`config.mk`:
```
export PLATFORM = sky130hd
export DESIGN_NAME = envelope_point_table_editor_core_flat
export DESIGN_NICKNAME = d
export VERILOG_FILES = /design/src/design/epte_pkg.sv /design/src/design/epte_if.sv /design/src/design/epte_mem.sv /design/src/design/epte_marks.sv /design/src/design/envelope_point_table_editor_core.sv /design/src/flat_wrapper.sv
export SDC_FILE = /design/constraint.sdc
export NUM_CORES = 2
export LEC_CHECK = 0
export ABC_AREA = 0
export BUFFER_PORTS_ARGS = -buffer_cell sky130_fd_sc_hd__buf_2
export CORE_ASPECT_RATIO = 1.5
export CORE_MARGIN = 8
export CORE_UTILIZATION = 30
export CTS_CLUSTER_DIAMETER = 200
export DETAILED_ROUTE_END_ITERATION = 16
export PLACE_DENSITY = 0.49
export SETUP_SLACK_MARGIN = 0.05
export SYNTH_ARGS = -nofsm -noshare
export SYNTH_HDL_FRONTEND = slang
export SYNTH_SLANG_ARGS = --single-unit
```
`constraint.sdc`:
```
create_clock -name clock -period 12.85 [get_ports clock]
set_clock_uncertainty 0.1 [all_clocks]
set_input_delay 1.9275 -clock clock [delete_from_list [all_inputs] [get_ports clock]]
set_output_delay 1.9275 -clock clock [all_outputs]
set_load 0.01 [all_outputs]
```
`src/design/epte_pkg.sv`:
```
// Shared constants, codes and types for the envelope point table editor.
`default_nettype none

package epte_pkg;

   // Default sizes of the table and its payload words
   localparam int DEF_MAX_POINTS = 32;
   localparam int DEF_TIME_BITS  = 16;
   localparam int DEF_VALUE_BITS = 16;

   // Fixed field widths
   localparam int KIND_BITS   = 3;
   localparam int SEL_BITS    = 2;
   localparam int STATUS_BITS = 2;
   localparam int NUM_MARKS   = 4;

   // Command kinds
   localparam logic [KIND_BITS-1:0] KIND_SET    = 3'd0;
   localparam logic [KIND_BITS-1:0] KIND_INSERT = 3'd1;
   localparam logic [KIND_BITS-1:0] KIND_DELETE = 3'd2;
   localparam logic [KIND_BITS-1:0] KIND_READ   = 3'd3;
   localparam logic [KIND_BITS-1:0] KIND_MARK   = 3'd4;
   localparam logic [KIND_BITS-1:0] KIND_CLEAR  = 3'd5;

   // Result status codes
   localparam logic [STATUS_BITS-1:0] ST_OK    = 2'd0;
   localparam logic [STATUS_BITS-1:0] ST_RANGE = 2'd1;
   localparam logic [STATUS_BITS-1:0] ST_FULL  = 2'd2;

   // Marker slots
   localparam logic [SEL_BITS-1:0] MS_SUS_BEGIN  = 2'd0;
   localparam logic [SEL_BITS-1:0] MS_SUS_END    = 2'd1;
   localparam logic [SEL_BITS-1:0] MS_LOOP_START = 2'd2;
   localparam logic [SEL_BITS-1:0] MS_LOOP_END   = 2'd3;

   // Marker update operations
   typedef enum logic [2:0] {
      MK_HOLD  = 3'd0,
      MK_CLEAR = 3'd1,
      MK_WRITE = 3'd2,
      MK_UP    = 3'd3,
      MK_DOWN  = 3'd4,
      MK_DROP  = 3'd5
   } mark_op_type;

   typedef struct packed {
      mark_op_type          op;
      logic [SEL_BITS-1:0]  sel;
   } mark_ctl_type;

endpackage

`default_nettype wire

```
`src/design/epte_if.sv`:
```
// Request and response channel interfaces of the envelope point table editor.
`default_nettype none

interface epte_req_if #(
   parameter int IDX_BITS   = 6,
   parameter int TIME_BITS  = 16,
   parameter int VALUE_BITS = 16
);
   import epte_pkg::*;

   logic                   valid;
   logic                   ready;
   logic [KIND_BITS-1:0]   kind;
   logic [IDX_BITS-1:0]    index;
   logic [TIME_BITS-1:0]   point_time;
   logic [VALUE_BITS-1:0]  point_value;
   logic [SEL_BITS-1:0]    marker_sel;

   modport source (
      output valid, kind, index, point_time, point_value, marker_sel,
      input  ready
   );
   modport sink (
      input  valid, kind, index, point_time, point_value, marker_sel,
      output ready
   );
endinterface

interface epte_rsp_if #(
   parameter int IDX_BITS   = 6,
   parameter int POS_BITS   = 5,
   parameter int TIME_BITS  = 16,
   parameter int VALUE_BITS = 16
);
   import epte_pkg::*;

   logic                   valid;
   logic                   ready;
   logic [STATUS_BITS-1:0] status;
   logic [POS_BITS-1:0]    result_index;
   logic [TIME_BITS-1:0]   read_time;
   logic [VALUE_BITS-1:0]  read_value;
   logic [IDX_BITS-1:0]    point_count;
   logic [IDX_BITS-1:0]    sus_begin_out;
   logic [IDX_BITS-1:0]    sus_end_out;
   logic [IDX_BITS-1:0]    loop_begin_out;
   logic [IDX_BITS-1:0]    loop_end_out;

   modport source (
      output valid, status, result_index, read_time, read_value, point_count,
             sus_begin_out, sus_end_out, loop_begin_out, loop_end_out,
      input  ready
   );
   modport sink (
      input  valid, status, result_index, read_time, read_value, point_count,
             sus_begin_out, sus_end_out, loop_begin_out, loop_end_out,
      output ready
   );
endinterface

`default_nettype wire

```
`src/design/epte_mem.sv`:
```
// Point memory: one write port, one read port, registered read data.
`default_nettype none

module epte_mem #(
   parameter int DEPTH      = 32,
   parameter int WIDTH      = 32,
   parameter int ADDR_BITS  = 5
) (
   input  wire logic                  clock,
   input  wire logic                  wr_en,
   input  wire logic [ADDR_BITS-1:0]  wr_addr,
   input  wire logic [WIDTH-1:0]      wr_data,
   input  wire logic [ADDR_BITS-1:0]  rd_addr,
   output logic      [WIDTH-1:0]      rd_data
);

   logic [WIDTH-1:0] mem_ff [DEPTH];

   // Write the entry
   always_ff @(posedge clock) begin
      if (wr_en) begin
         mem_ff[wr_addr] <= wr_data;
      end
   end

   // Register the read data
   always_ff @(posedge clock) begin
      rd_data <= mem_ff[rd_addr];
   end

endmodule

`default_nettype wire

```
`src/design/epte_marks.sv`:
```
// Marker register file: sustain and loop markers with shift, drop, write and clear.
`default_nettype none

module epte_marks #(
   parameter int MAX_POINTS = 32,
   parameter int IDX_BITS   = 6
) (
   input  wire logic                        clock,
   input  wire logic                        reset,
   input  wire epte_pkg::mark_ctl_type      ctl,
   input  wire logic [IDX_BITS-1:0]         lo,
   input  wire logic [IDX_BITS-1:0]         hi,
   output logic [epte_pkg::NUM_MARKS-1:0][IDX_BITS-1:0] marks_out
);
   import epte_pkg::*;

   localparam logic [IDX_BITS-1:0] NONE_MARK = IDX_BITS'(MAX_POINTS);

   logic [NUM_MARKS-1:0][IDX_BITS-1:0] marks_ff;
   logic [NUM_MARKS-1:0][IDX_BITS-1:0] marks_in;

   // Work out each marker's next value
   always_comb begin
      logic [IDX_BITS-1:0] cur;
      logic [SEL_BITS-1:0] slot;
      logic [SEL_BITS-1:0] base;
      logic                hit;
      marks_in = marks_ff;
      for (int j = 0; j < NUM_MARKS; j++) begin
         slot = SEL_BITS'(j);
         cur  = marks_ff[slot];
         base = (slot >= MS_LOOP_START) ? MS_LOOP_START : MS_SUS_BEGIN;
         hit  = (marks_ff[base] == lo) || (marks_ff[base + 2'd1] == lo);
         case (ctl.op)
            MK_HOLD: begin
               marks_in[slot] = cur;
            end
            MK_CLEAR: begin
               marks_in[slot] = NONE_MARK;
            end
            MK_WRITE: begin
               if (ctl.sel == slot) marks_in[slot] = lo;
            end
            MK_UP: begin
               if (cur != NONE_MARK && cur >= lo && cur < hi) marks_in[slot] = cur + 1'b1;
            end
            MK_DOWN: begin
               if (cur != NONE_MARK && cur > lo && cur <= hi) marks_in[slot] = cur - 1'b1;
            end
            MK_DROP: begin
               // a pair that loses an endpoint goes to none as a whole
               if (hit) marks_in[slot] = NONE_MARK;
               else if (cur != NONE_MARK && cur > lo) marks_in[slot] = cur - 1'b1;
            end
            default: begin
               marks_in[slot] = cur;
            end
         endcase
      end
   end

   // Hold the markers
   always_ff @(posedge clock) begin
      if (reset) begin
         for (int j = 0; j < NUM_MARKS; j++) marks_ff[SEL_BITS'(j)] <= NONE_MARK;
      end else begin
         marks_ff <= marks_in;
      end
   end

   assign marks_out = marks_ff;

endmodule

`default_nettype wire

```
`src/design/envelope_point_table_editor_core.sv`:
```
// Top level: command sequencer over the point memory and the marker file.
//
// Use: commands arrive on req_chan (valid/ready); one response per command
// leaves on rsp_chan with the status, new point index, read data, point count
// and all four markers after the command.
// req_chan.ready is high only while the sequencer is idle; one command is
// worked at a time, and the next one may be taken while the previous
// response still waits in the output register.
// After acceptance, marker write, clear, unused kinds and errors go from the
// decode state to the response; a read passes through a fetch state, and an
// insert into an empty table goes straight to placing. A set first checks both
// neighbours; insert, delete and a set that moves its point then walk the
// shift, which moves one entry per cycle through the single read port of the
// memory. The next command may be taken in the cycle after the response loads.
// Reset empties the table (count zero) and sets all markers to none; the
// point memory is not cleared, since no entry at or above the count is read.
// While the receiver stalls, a finished response holds in the output
// register and the sequencer waits before loading the next one.
`default_nettype none

module envelope_point_table_editor_core #(
   parameter int MAX_POINTS = epte_pkg::DEF_MAX_POINTS,
   parameter int TIME_BITS  = epte_pkg::DEF_TIME_BITS,
   parameter int VALUE_BITS = epte_pkg::DEF_VALUE_BITS
) (
   input  wire logic   clock,
   input  wire logic   reset,
   epte_req_if.sink    req_chan,
   epte_rsp_if.source  rsp_chan
);
   import epte_pkg::*;

   localparam int IDX_BITS   = $clog2(MAX_POINTS + 1);
   localparam int POS_BITS   = $clog2(MAX_POINTS);
   localparam int ENTRY_BITS = TIME_BITS + VALUE_BITS;
   localparam logic [IDX_BITS-1:0] NONE_MARK = IDX_BITS'(MAX_POINTS);

   typedef enum logic [7:0] {
      S_IDLE    = 8'b0000_0001,
      S_DECODE  = 8'b0000_0010,
      S_NEIGH_A = 8'b0000_0100,
      S_NEIGH_B = 8'b0000_1000,
      S_SCAN    = 8'b0001_0000,
      S_PLACE   = 8'b0010_0000,
      S_FETCH   = 8'b0100_0000,
      S_DONE    = 8'b1000_0000
   } state_type;

   state_type state_ff, state_in;

   logic [KIND_BITS-1:0]   kind_ff, kind_in;
   logic [IDX_BITS-1:0]    idx_ff, idx_in;
   logic [TIME_BITS-1:0]   time_ff, time_in;
   logic [VALUE_BITS-1:0]  value_ff, value_in;
   logic [SEL_BITS-1:0]    sel_ff, sel_in;
   logic [IDX_BITS-1:0]    count_ff, count_in;
   logic [IDX_BITS-1:0]    ptr_ff, ptr_in;
   logic [IDX_BITS-1:0]    place_ff, place_in;
   logic                   up_ff, up_in;
   logic                   prev_lt_ff, prev_lt_in;

   logic [STATUS_BITS-1:0] res_status_ff, res_status_in;
   logic [POS_BITS-1:0]    res_index_ff, res_index_in;
   logic [TIME_BITS-1:0]   res_time_ff, res_time_in;
   logic [VALUE_BITS-1:0]  res_value_ff, res_value_in;

   logic                   rsp_valid_ff, rsp_valid_in;
   logic [STATUS_BITS-1:0] rsp_status_ff, rsp_status_in;
   logic [POS_BITS-1:0]    rsp_index_ff, rsp_index_in;
   logic [TIME_BITS-1:0]   rsp_time_ff, rsp_time_in;
   logic [VALUE_BITS-1:0]  rsp_value_ff, rsp_value_in;
   logic [IDX_BITS-1:0]    rsp_count_ff, rsp_count_in;
   logic [NUM_MARKS-1:0][IDX_BITS-1:0] rsp_marks_ff, rsp_marks_in;

   logic                   wr_en;
   logic [POS_BITS-1:0]    wr_addr;
   logic [ENTRY_BITS-1:0]  wr_data;
   logic [POS_BITS-1:0]    rd_addr;
   logic [ENTRY_BITS-1:0]  rd_data;
   logic [TIME_BITS-1:0]   rd_time;

   mark_ctl_type           mark_ctl;
   logic [IDX_BITS-1:0]    mark_lo;
   logic [IDX_BITS-1:0]    mark_hi;
   logic [NUM_MARKS-1:0][IDX_BITS-1:0] marks;

   logic [IDX_BITS-1:0]    last_idx;
   logic [IDX_BITS-1:0]    idx_plus;
   logic [IDX_BITS-1:0]    idx_minus;
   logic [IDX_BITS-1:0]    ptr_plus;
   logic [IDX_BITS-1:0]    ptr_minus;
   logic                   idx_ok;
   logic                   ptr_live;
   logic                   next_gt;
   logic                   down_go;

   epte_mem #(
      .DEPTH     (MAX_POINTS),
      .WIDTH     (ENTRY_BITS),
      .ADDR_BITS (POS_BITS)
   ) u_mem (
      .clock   (clock),
      .wr_en   (wr_en),
      .wr_addr (wr_addr),
      .wr_data (wr_data),
      .rd_addr (rd_addr),
      .rd_data (rd_data)
   );

   epte_marks #(
      .MAX_POINTS (MAX_POINTS),
      .IDX_BITS   (IDX_BITS)
   ) u_marks (
      .clock     (clock),
      .reset     (reset),
      .ctl       (mark_ctl),
      .lo        (mark_lo),
      .hi        (mark_hi),
      .marks_out (marks)
   );

   // Decode helpers
   assign rd_time   = rd_data[ENTRY_BITS-1:VALUE_BITS];
   assign last_idx  = count_ff - 1'b1;
   assign idx_plus  = idx_ff + 1'b1;
   assign idx_minus = idx_ff - 1'b1;
   assign ptr_plus  = ptr_ff + 1'b1;
   assign ptr_minus = ptr_ff - 1'b1;
   assign idx_ok    = idx_ff < count_ff;
   assign ptr_live  = ptr_ff < count_ff;
   assign next_gt   = (idx_ff != last_idx) && (time_ff > rd_time);
   assign down_go   = ptr_live && ((kind_ff == KIND_DELETE) || (rd_time <= time_ff));

   // Sequence the command
   always_comb begin
      state_in      = state_ff;
      kind_in       = kind_ff;
      idx_in        = idx_ff;
      time_in       = time_ff;
      value_in      = value_ff;
      sel_in        = sel_ff;
      count_in      = count_ff;
      ptr_in        = ptr_ff;
      place_in      = place_ff;
      up_in         = up_ff;
      prev_lt_in    = prev_lt_ff;
      res_status_in = res_status_ff;
      res_index_in  = res_index_ff;
      res_time_in   = res_time_ff;
      res_value_in  = res_value_ff;
      rsp_valid_in  = rsp_valid_ff && !rsp_chan.ready;
      rsp_status_in = rsp_status_ff;
      rsp_index_in  = rsp_index_ff;
      rsp_time_in   = rsp_time_ff;
      rsp_value_in  = rsp_value_ff;
      rsp_count_in  = rsp_count_ff;
      rsp_marks_in  = rsp_marks_ff;
      wr_en         = 1'b0;
      wr_addr       = '0;
      wr_data       = rd_data;
      rd_addr       = '0;
      mark_ctl.op   = MK_HOLD;
      mark_ctl.sel  = sel_ff;
      mark_lo       = idx_ff;
      mark_hi       = idx_ff;

      case (state_ff)
         S_IDLE: begin
            // take the transaction and clear the result
            if (req_chan.valid) begin
               kind_in       = req_chan.kind;
               idx_in        = req_chan.index;
               time_in       = req_chan.point_time;
               value_in      = req_chan.point_value;
               sel_in        = req_chan.marker_sel;
               res_status_in = ST_OK;
               res_index_in  = '0;
               res_time_in   = '0;
               res_value_in  = '0;
               state_in      = S_DECODE;
            end
         end

         S_DECODE: begin
            state_in = S_DONE;
            case (kind_ff)
               KIND_SET: begin
                  if (idx_ok) begin
                     rd_addr  = idx_minus[POS_BITS-1:0];
                     state_in = S_NEIGH_A;
                  end else begin
                     res_status_in = ST_RANGE;
                  end
               end
               KIND_INSERT: begin
                  if (count_ff == NONE_MARK) begin
                     res_status_in = ST_FULL;
                  end else if (count_ff == '0) begin
                     place_in = '0;
                     up_in    = 1'b1;
                     state_in = S_PLACE;
                  end else begin
                     rd_addr  = last_idx[POS_BITS-1:0];
                     ptr_in   = last_idx;
                     up_in    = 1'b1;
                     state_in = S_SCAN;
                  end
               end
               KIND_DELETE: begin
                  if (idx_ok) begin
                     rd_addr  = idx_plus[POS_BITS-1:0];
                     ptr_in   = idx_plus;
                     up_in    = 1'b0;
                     state_in = S_SCAN;
                  end else begin
                     res_status_in = ST_RANGE;
                  end
               end
               KIND_READ: begin
                  if (idx_ok) begin
                     rd_addr  = idx_ff[POS_BITS-1:0];
                     state_in = S_FETCH;
                  end else begin
                     res_status_in = ST_RANGE;
                  end
               end
               KIND_MARK: begin
                  if (idx_ok || idx_ff == NONE_MARK) begin
                     mark_ctl.op = MK_WRITE;
                  end else begin
                     res_status_in = ST_RANGE;
                  end
               end
               KIND_CLEAR: begin
                  count_in    = '0;
                  mark_ctl.op = MK_CLEAR;
               end
               default: begin
                  state_in = S_DONE;
               end
            endcase
         end

         S_NEIGH_A: begin
            // check the earlier neighbor, fetch the later one
            prev_lt_in = (idx_ff != '0) && (time_ff < rd_time);
            rd_addr    = idx_plus[POS_BITS-1:0];
            state_in   = S_NEIGH_B;
         end

         S_NEIGH_B: begin
            // pick the direction of the move, or keep the slot
            if (prev_lt_ff) begin
               rd_addr  = idx_minus[POS_BITS-1:0];
               ptr_in   = idx_minus;
               up_in    = 1'b1;
               state_in = S_SCAN;
            end else if (next_gt) begin
               rd_addr  = idx_plus[POS_BITS-1:0];
               ptr_in   = idx_plus;
               up_in    = 1'b0;
               state_in = S_SCAN;
            end else begin
               place_in = idx_ff;
               up_in    = 1'b0;
               state_in = S_PLACE;
            end
         end

         S_SCAN: begin
            if (up_ff) begin
               // shift later points up by one slot; a moved point goes before equal times
               if ((rd_time > time_ff) || (kind_ff == KIND_SET && rd_time == time_ff)) begin
                  wr_en   = 1'b1;
                  wr_addr = ptr_plus[POS_BITS-1:0];
                  if (ptr_ff == '0) begin
                     place_in = '0;
                     state_in = S_PLACE;
                  end else begin
                     ptr_in  = ptr_minus;
                     rd_addr = ptr_minus[POS_BITS-1:0];
                  end
               end else begin
                  place_in = ptr_plus;
                  state_in = S_PLACE;
               end
            end else begin
               // shift points down by one slot
               if (down_go) begin
                  wr_en   = 1'b1;
                  wr_addr = ptr_minus[POS_BITS-1:0];
                  ptr_in  = ptr_plus;
                  rd_addr = ptr_plus[POS_BITS-1:0];
               end else begin
                  place_in = ptr_minus;
                  state_in = S_PLACE;
               end
            end
         end

         S_PLACE: begin
            // store the point for set and insert, and update count and markers
            state_in = S_DONE;
            wr_data  = {time_ff, value_ff};
            case (kind_ff)
               KIND_SET: begin
                  wr_en        = 1'b1;
                  wr_addr      = place_ff[POS_BITS-1:0];
                  res_index_in = place_ff[POS_BITS-1:0];
                  if (up_ff) begin
                     mark_ctl.op = MK_UP;
                     mark_lo     = place_ff;
                     mark_hi     = idx_ff;
                  end else begin
                     mark_ctl.op = MK_DOWN;
                     mark_lo     = idx_ff;
                     mark_hi     = place_ff;
                  end
               end
               KIND_INSERT: begin
                  wr_en        = 1'b1;
                  wr_addr      = place_ff[POS_BITS-1:0];
                  res_index_in = place_ff[POS_BITS-1:0];
                  count_in     = count_ff + 1'b1;
                  mark_ctl.op  = MK_UP;
                  mark_lo      = place_ff;
                  mark_hi      = NONE_MARK;
               end
               KIND_DELETE: begin
                  count_in    = count_ff - 1'b1;
                  mark_ctl.op = MK_DROP;
                  mark_lo     = idx_ff;
               end
               default: begin
                  mark_ctl.op = MK_HOLD;
               end
            endcase
         end

         S_FETCH: begin
            // capture the read data
            res_time_in  = rd_time;
            res_value_in = rd_data[VALUE_BITS-1:0];
            state_in     = S_DONE;
         end

         S_DONE: begin
            // load the output register once it is free
            if (!rsp_valid_ff || rsp_chan.ready) begin
               rsp_valid_in  = 1'b1;
               rsp_status_in = res_status_ff;
               rsp_index_in  = res_index_ff;
               rsp_time_in   = res_time_ff;
               rsp_value_in  = res_value_ff;
               rsp_count_in  = count_ff;
               rsp_marks_in  = marks;
               state_in      = S_IDLE;
            end
         end

         default: begin
            state_in = S_IDLE;
         end
      endcase
   end

   // Hold control state
   always_ff @(posedge clock) begin
      if (reset) begin
         state_ff     <= S_IDLE;
         count_ff     <= '0;
         rsp_valid_ff <= 1'b0;
      end else begin
         state_ff     <= state_in;
         count_ff     <= count_in;
         rsp_valid_ff <= rsp_valid_in;
      end
   end

   // Hold command and result payload
   always_ff @(posedge clock) begin
      kind_ff       <= kind_in;
      idx_ff        <= idx_in;
      time_ff       <= time_in;
      value_ff      <= value_in;
      sel_ff        <= sel_in;
      ptr_ff        <= ptr_in;
      place_ff      <= place_in;
      up_ff         <= up_in;
      prev_lt_ff    <= prev_lt_in;
      res_status_ff <= res_status_in;
      res_index_ff  <= res_index_in;
      res_time_ff   <= res_time_in;
      res_value_ff  <= res_value_in;
      rsp_status_ff <= rsp_status_in;
      rsp_index_ff  <= rsp_index_in;
      rsp_time_ff   <= rsp_time_in;
      rsp_value_ff  <= rsp_value_in;
      rsp_count_ff  <= rsp_count_in;
      rsp_marks_ff  <= rsp_marks_in;
   end

   // Drive the channels
   assign req_chan.ready          = (state_ff == S_IDLE);
   assign rsp_chan.valid          = rsp_valid_ff;
   assign rsp_chan.status         = rsp_status_ff;
   assign rsp_chan.result_index   = rsp_index_ff;
   assign rsp_chan.read_time      = rsp_time_ff;
   assign rsp_chan.read_value     = rsp_value_ff;
   assign rsp_chan.point_count    = rsp_count_ff;
   assign rsp_chan.sus_begin_out  = rsp_marks_ff[MS_SUS_BEGIN];
   assign rsp_chan.sus_end_out    = rsp_marks_ff[MS_SUS_END];
   assign rsp_chan.loop_begin_out = rsp_marks_ff[MS_LOOP_START];
   assign rsp_chan.loop_end_out   = rsp_marks_ff[MS_LOOP_END];

endmodule

`default_nettype wire
```
`src/flat_wrapper.sv`:
```
// flat-port wrapper written by rule: the top's interface ports become plain ports
module envelope_point_table_editor_core_flat import epte_pkg::*;
#(
   parameter int MAX_POINTS = epte_pkg::DEF_MAX_POINTS,
   parameter int TIME_BITS  = epte_pkg::DEF_TIME_BITS,
   parameter int VALUE_BITS = epte_pkg::DEF_VALUE_BITS
)
  (clock, reset, req_chan_valid, req_chan_kind, req_chan_index, req_chan_point_time, req_chan_point_value, req_chan_marker_sel, req_chan_ready, rsp_chan_valid, rsp_chan_status, rsp_chan_result_index, rsp_chan_read_time, rsp_chan_read_value, rsp_chan_point_count, rsp_chan_sus_begin_out, rsp_chan_sus_end_out, rsp_chan_loop_begin_out, rsp_chan_loop_end_out, rsp_chan_ready);
  epte_req_if #(.TIME_BITS(TIME_BITS), .VALUE_BITS(VALUE_BITS)) req_chan_i ();
  epte_rsp_if #(.TIME_BITS(TIME_BITS), .VALUE_BITS(VALUE_BITS)) rsp_chan_i ();
  input  wire logic clock;
  input  wire logic reset;
  input wire logic [$bits(req_chan_i.valid)-1:0] req_chan_valid;
  input wire logic [$bits(req_chan_i.kind)-1:0] req_chan_kind;
  input wire logic [$bits(req_chan_i.index)-1:0] req_chan_index;
  input wire logic [$bits(req_chan_i.point_time)-1:0] req_chan_point_time;
  input wire logic [$bits(req_chan_i.point_value)-1:0] req_chan_point_value;
  input wire logic [$bits(req_chan_i.marker_sel)-1:0] req_chan_marker_sel;
  output wire logic [$bits(req_chan_i.ready)-1:0] req_chan_ready;
  output wire logic [$bits(rsp_chan_i.valid)-1:0] rsp_chan_valid;
  output wire logic [$bits(rsp_chan_i.status)-1:0] rsp_chan_status;
  output wire logic [$bits(rsp_chan_i.result_index)-1:0] rsp_chan_result_index;
  output wire logic [$bits(rsp_chan_i.read_time)-1:0] rsp_chan_read_time;
  output wire logic [$bits(rsp_chan_i.read_value)-1:0] rsp_chan_read_value;
  output wire logic [$bits(rsp_chan_i.point_count)-1:0] rsp_chan_point_count;
  output wire logic [$bits(rsp_chan_i.sus_begin_out)-1:0] rsp_chan_sus_begin_out;
  output wire logic [$bits(rsp_chan_i.sus_end_out)-1:0] rsp_chan_sus_end_out;
  output wire logic [$bits(rsp_chan_i.loop_begin_out)-1:0] rsp_chan_loop_begin_out;
  output wire logic [$bits(rsp_chan_i.loop_end_out)-1:0] rsp_chan_loop_end_out;
  input wire logic [$bits(rsp_chan_i.ready)-1:0] rsp_chan_ready;
  assign req_chan_i.valid = req_chan_valid;
  assign req_chan_i.kind = req_chan_kind;
  assign req_chan_i.index = req_chan_index;
  assign req_chan_i.point_time = req_chan_point_time;
  assign req_chan_i.point_value = req_chan_point_value;
  assign req_chan_i.marker_sel = req_chan_marker_sel;
  assign req_chan_ready = req_chan_i.ready;
  assign rsp_chan_valid = rsp_chan_i.valid;
  assign rsp_chan_status = rsp_chan_i.status;
  assign rsp_chan_result_index = rsp_chan_i.result_index;
  assign rsp_chan_read_time = rsp_chan_i.read_time;
  assign rsp_chan_read_value = rsp_chan_i.read_value;
  assign rsp_chan_point_count = rsp_chan_i.point_count;
  assign rsp_chan_sus_begin_out = rsp_chan_i.sus_begin_out;
  assign rsp_chan_sus_end_out = rsp_chan_i.sus_end_out;
  assign rsp_chan_loop_begin_out = rsp_chan_i.loop_begin_out;
  assign rsp_chan_loop_end_out = rsp_chan_i.loop_end_out;
  assign rsp_chan_i.ready = rsp_chan_ready;
  envelope_point_table_editor_core #(.MAX_POINTS(MAX_POINTS), .TIME_BITS(TIME_BITS), .VALUE_BITS(VALUE_BITS)) u_core (.clock(clock), .reset(reset), .req_chan(req_chan_i), .rsp_chan(rsp_chan_i));
endmodule
```
==> results.json <==
{
  "crit_arrival_ns": 7.34,
  "syn_area_um2": 52200,
  "rsz0062_at_grt": "no",
  "cts_root_buf": "sky130_fd_sc_hd__clkbuf_16",
  "avgSynthCellArea_um2": 14.3,
  "tightest_slew_ns": 1.35,
  "drt-total-wl_um": 171000,
  "path_cells": "nor4_1, and4b_4, nand2b_1, nor2_1, nand2_1, mux2i_1, ha_1, nand2_1, nor2_1, o22a_1, nor2b_1, o32ai_1, nand3_1, a21oi_1, a21oi_1, nor2_1",
  "ir_drop_mv": 0.0910,
  "number_of_setup_violations_in_the_final_report": 0,
  "max_clock_freq_ghz": 0.145,
  "layout_common_cells": "sky130_fd_sc_hd__edfxtp_1, sky130_fd_sc_hd__nand3_1, sky130_fd_sc_hd__nand2_1",
  "cts_sinks": 1260,
  "critPathLaunchType": "flip-flop",
  "synth_seq_cells": 1260,
  "slew-limit-headroom": 0.0987,
  "synthesis.yosys.warnings": 0,
  "cp.buffers_inverters": 0,
  "die_w_um": 357,
  "synthCells": 3664,
  "finalCritPeriodShare": 0.535,
  "area_delta_synth_final_pct": 13.4,
  "global_route.overflow_total": 0,
  "first_pass_grt_wire_length_um": 242000,
  "most_frequent_cell_on_the_critical_path": "sky130_fd_sc_hd__nor2_1",
  "detail_route.drc_violations": 0,
  "post-cts-setup-buffers": 0,
  "cts-buffers-inserted": 111,
  "slowest_stage": "sky130_fd_sc_hd__nor2b_1",
  "dpl.hpwl_um": 98400,
  "drtAntennaViolNets": 0,
  "critical_path_class": "flip-flop to flip-flop",
  "row_count": 187,
  "totalPowerFinal_mw": 8.12,
  "post-place-cells": 5869,
  "final-hold-violation-count": 0,
  "timing.critical_path.fanout_max": 19,
  "globalplace.congestion": 0.903,
  "worstPathRequired_ns": 13.31,
  "fin_cells": 6080,
  "edff_count_synth": 1201,
  "ys_seq_area_frac": 0.713,
  "synth_async_sr_flop_share": 0,
  "max-clock-path-buffers": 3,
  "total_number_of_h_tree_levels": 3,
  "hold_class": "flip-flop to flip-flop",
  "routed-via-count": 33500,
  "final.min_clock_period_ns": 6.88,
  "chipHeight_um": 527,
  "drv_cap": 0,
  "final.setup.tns_ns": 0,
  "maximum_number_of_pins_on_one_net_before_global_route_repair": 164,
  "vias_per_cell": 5.50,
  "via_count_of_the_first_global_routing_pass": 33100,
  "clock_latency_ns": 0.72,
  "ys_types": 86,
  "final_nets": 3857,
  "power_per_cell_area_nw_per_um2": 137,
  "smallest_hold_slack_ns": 0.316,
  "number_of_nets_in_the_synthesized_netlist": 3807,
  "max_stage_delay_ns": 0.89,
  "routed_wire_length_per_instance_um": 28.1,
  "grt_antenna_before_repair": 2,
  "initialDrtViolationCount": 2988,
  "post_route_cells_drive_above_1_share": 0.130,
  "path_delay_family": "simple AND/OR/NAND/NOR gates",
  "cts.repair.resized": 0,
  "die_area_um2": 188000,
  "leakage_nw": 18.7,
  "dominantRegCellSynth": "sky130_fd_sc_hd__edfxtp_1",
  "cts_tree": "done",
  "core_area_um2": 173000,
  "io_pins": 118,
  "leading_cell_type_in_the_layout_fill_and_taps_excluded": "sky130_fd_sc_hd__edfxtp_1",
  "worst_setup_hold_path_clk_slew_ns": 0.07,
  "crit_path_end_kind": "flip-flop",
  "cts_hold_buf": 0,
  "port_buffers": 117,
  "outcome": "complete, no violations",
  "drt_first_pass_iters": 7,
  "initial_utilization": 0.302,
  "finalMaxSlewViolations": 0,
  "groute.usage.overall": 0.175
}
path summary, 6_finish.rpt:
check	start	end	slack (ns)	cells past startpoint
setup / recovery	u_core.state_ff[0]$_SDFFE_PP1P_	u_core.u_marks.marks_out[8]$_SDFFE_PP0P_	5.97	16
hold / removal	u_core.res_time_ff[7]$_SDFFCE_PN0P_	u_core.rsp_chan.read_time[7]$_DFFE_PP_	0.32	0
setup reg to reg	u_core.state_ff[0]$_SDFFE_PP1P_	u_core.u_marks.marks_out[8]$_SDFFE_PP0P_	5.97	16
hold reg to reg	u_core.res_time_ff[7]$_SDFFCE_PN0P_	u_core.rsp_chan.read_time[7]$_DFFE_PP_	0.32	0
metal layers:
metal  track usage  wire [um]  up-vias
met5             0          0        -
met2         0.324      90100     1178
met4        0.0714       7250        0
met1         0.203      65400    17300
li1              -          -    14700
met3        0.0199       8120      294
layout make-up:
| class | count | area, um^2 |
|---|---|---|
| inverters | 51 | 191 |
| clock buffers | 150 | 3030 |
| fillers | 16800 | 114000 |
| diodes | 1 | 2.50 |
| clock inverters | 60 | 638 |
| multi-input cells | 2084 | 14000 |
| well taps | 2268 | 2840 |
| repair buffers | 206 | 1280 |
| flip-flops and latches | 1260 | 37200 |
kinds of logic after synthesis:
family | Yosys count | share of synthesized area
DFF | 1260 | 0.713
and+or+nand+nor | 1185 | 0.115
AOI/OAI and AO/OA | 719 | 0.106
buffers and inverters | 320 | 0.0273
adders and majority gates | 96 | 0.0230
xor gates and xnor gates | 42 | 0.00731
muxes | 42 | 0.00807
state kept, by name, summed over array words and instances, names as in the netlist, 6 cells and up:
| register | cells |
|---|---|
| u_core.value_ff | 16 |
| u_core.idx_ff | 6 |
| u_core.u_mem.rd_data | 32 |
| u_core.rsp_chan.sus_begin_out | 6 |
| u_core.res_time_ff | 16 |
| u_core.rsp_chan.loop_begin_out | 6 |
| u_core.rsp_chan.sus_end_out | 6 |
| u_core.res_value_ff | 16 |
| u_core.place_ff | 6 |
| u_core.rsp_chan.read_time | 16 |
| u_core.ptr_ff | 6 |
| u_core.time_ff | 16 |
| u_core.state_ff | 8 |
| u_core.u_mem.mem_ff | 1024 |
| u_core.rsp_chan.point_count | 6 |
| u_core.count_ff | 6 |
| u_core.rsp_chan.loop_end_out | 6 |
| u_core.rsp_chan.read_value | 16 |
| u_core.u_marks.marks_out | 24 |
report_power, final:
| group | internal, mW | leakage [nW] | switching, mW |
|---|---|---|---|
| clock | 1.91 | 1.78 | 1.52 |
| combinational | 0.0536 | 5.58 | 0.132 |
| sequential | 4.48 | 11.4 | 0.0233 |
| total | 6.45 | 18.7 | 1.67 |
stage by stage:
step | setup slack [ns] | util | area (um^2)
2_1_floorplan | 7.10 | - | 52200
3_3_place_gp | 6.12 | 0.321 | 55500
3_5_place_dp | 5.93 | 0.321 | 55500
4_1_cts | 5.93 | 0.342 | 59200
5_1_grt | 5.48 | 0.342 | 59200
6_report | 5.97 | 0.342 | 59200
Yosys cell counts, types with 16 or more instances:
| library cell | count | area, um^2 |
|---|---|---|
| sky130_fd_sc_hd__nor3_1 | 33 | 165 |
| sky130_fd_sc_hd__a221oi_2 | 26 | 390 |
| sky130_fd_sc_hd__nor2b_1 | 16 | 100 |
| sky130_fd_sc_hd__edfxtp_1 | 1201 | 36100 |
| sky130_fd_sc_hd__nand2_1 | 218 | 818 |
| sky130_fd_sc_hd__and2_1 | 26 | 163 |
| sky130_fd_sc_hd__nand2b_1 | 32 | 200 |
| sky130_fd_sc_hd__o21ai_1 | 35 | 175 |
| sky130_fd_sc_hd__xor2_1 | 19 | 166 |
| sky130_fd_sc_hd__dfxtp_1 | 59 | 1180 |
| sky130_fd_sc_hd__xnor2_1 | 22 | 193 |
| sky130_fd_sc_hd__o21ai_0 | 67 | 335 |
| sky130_fd_sc_hd__o2111ai_1 | 31 | 272 |
| sky130_fd_sc_hd__buf_2 | 91 | 455 |
| sky130_fd_sc_hd__clkbuf_1 | 144 | 541 |
| sky130_fd_sc_hd__a31oi_1 | 106 | 663 |
| sky130_fd_sc_hd__a21o_1 | 17 | 128 |
| sky130_fd_sc_hd__o22ai_1 | 48 | 300 |
| sky130_fd_sc_hd__mux2i_1 | 41 | 410 |
| sky130_fd_sc_hd__inv_1 | 50 | 188 |
| sky130_fd_sc_hd__nand4_1 | 108 | 676 |
| sky130_fd_sc_hd__nor2_1 | 168 | 631 |
| sky130_fd_sc_hd__nor4_1 | 23 | 144 |
| sky130_fd_sc_hd__a21oi_1 | 74 | 370 |
| sky130_fd_sc_hd__nand3_1 | 479 | 2400 |
| sky130_fd_sc_hd__a221oi_1 | 72 | 631 |
| sky130_fd_sc_hd__ha_1 | 96 | 1200 |
| sky130_fd_sc_hd__a221o_1 | 131 | 1310 |
No activity file was read; power rests on OpenSTA's default activity.
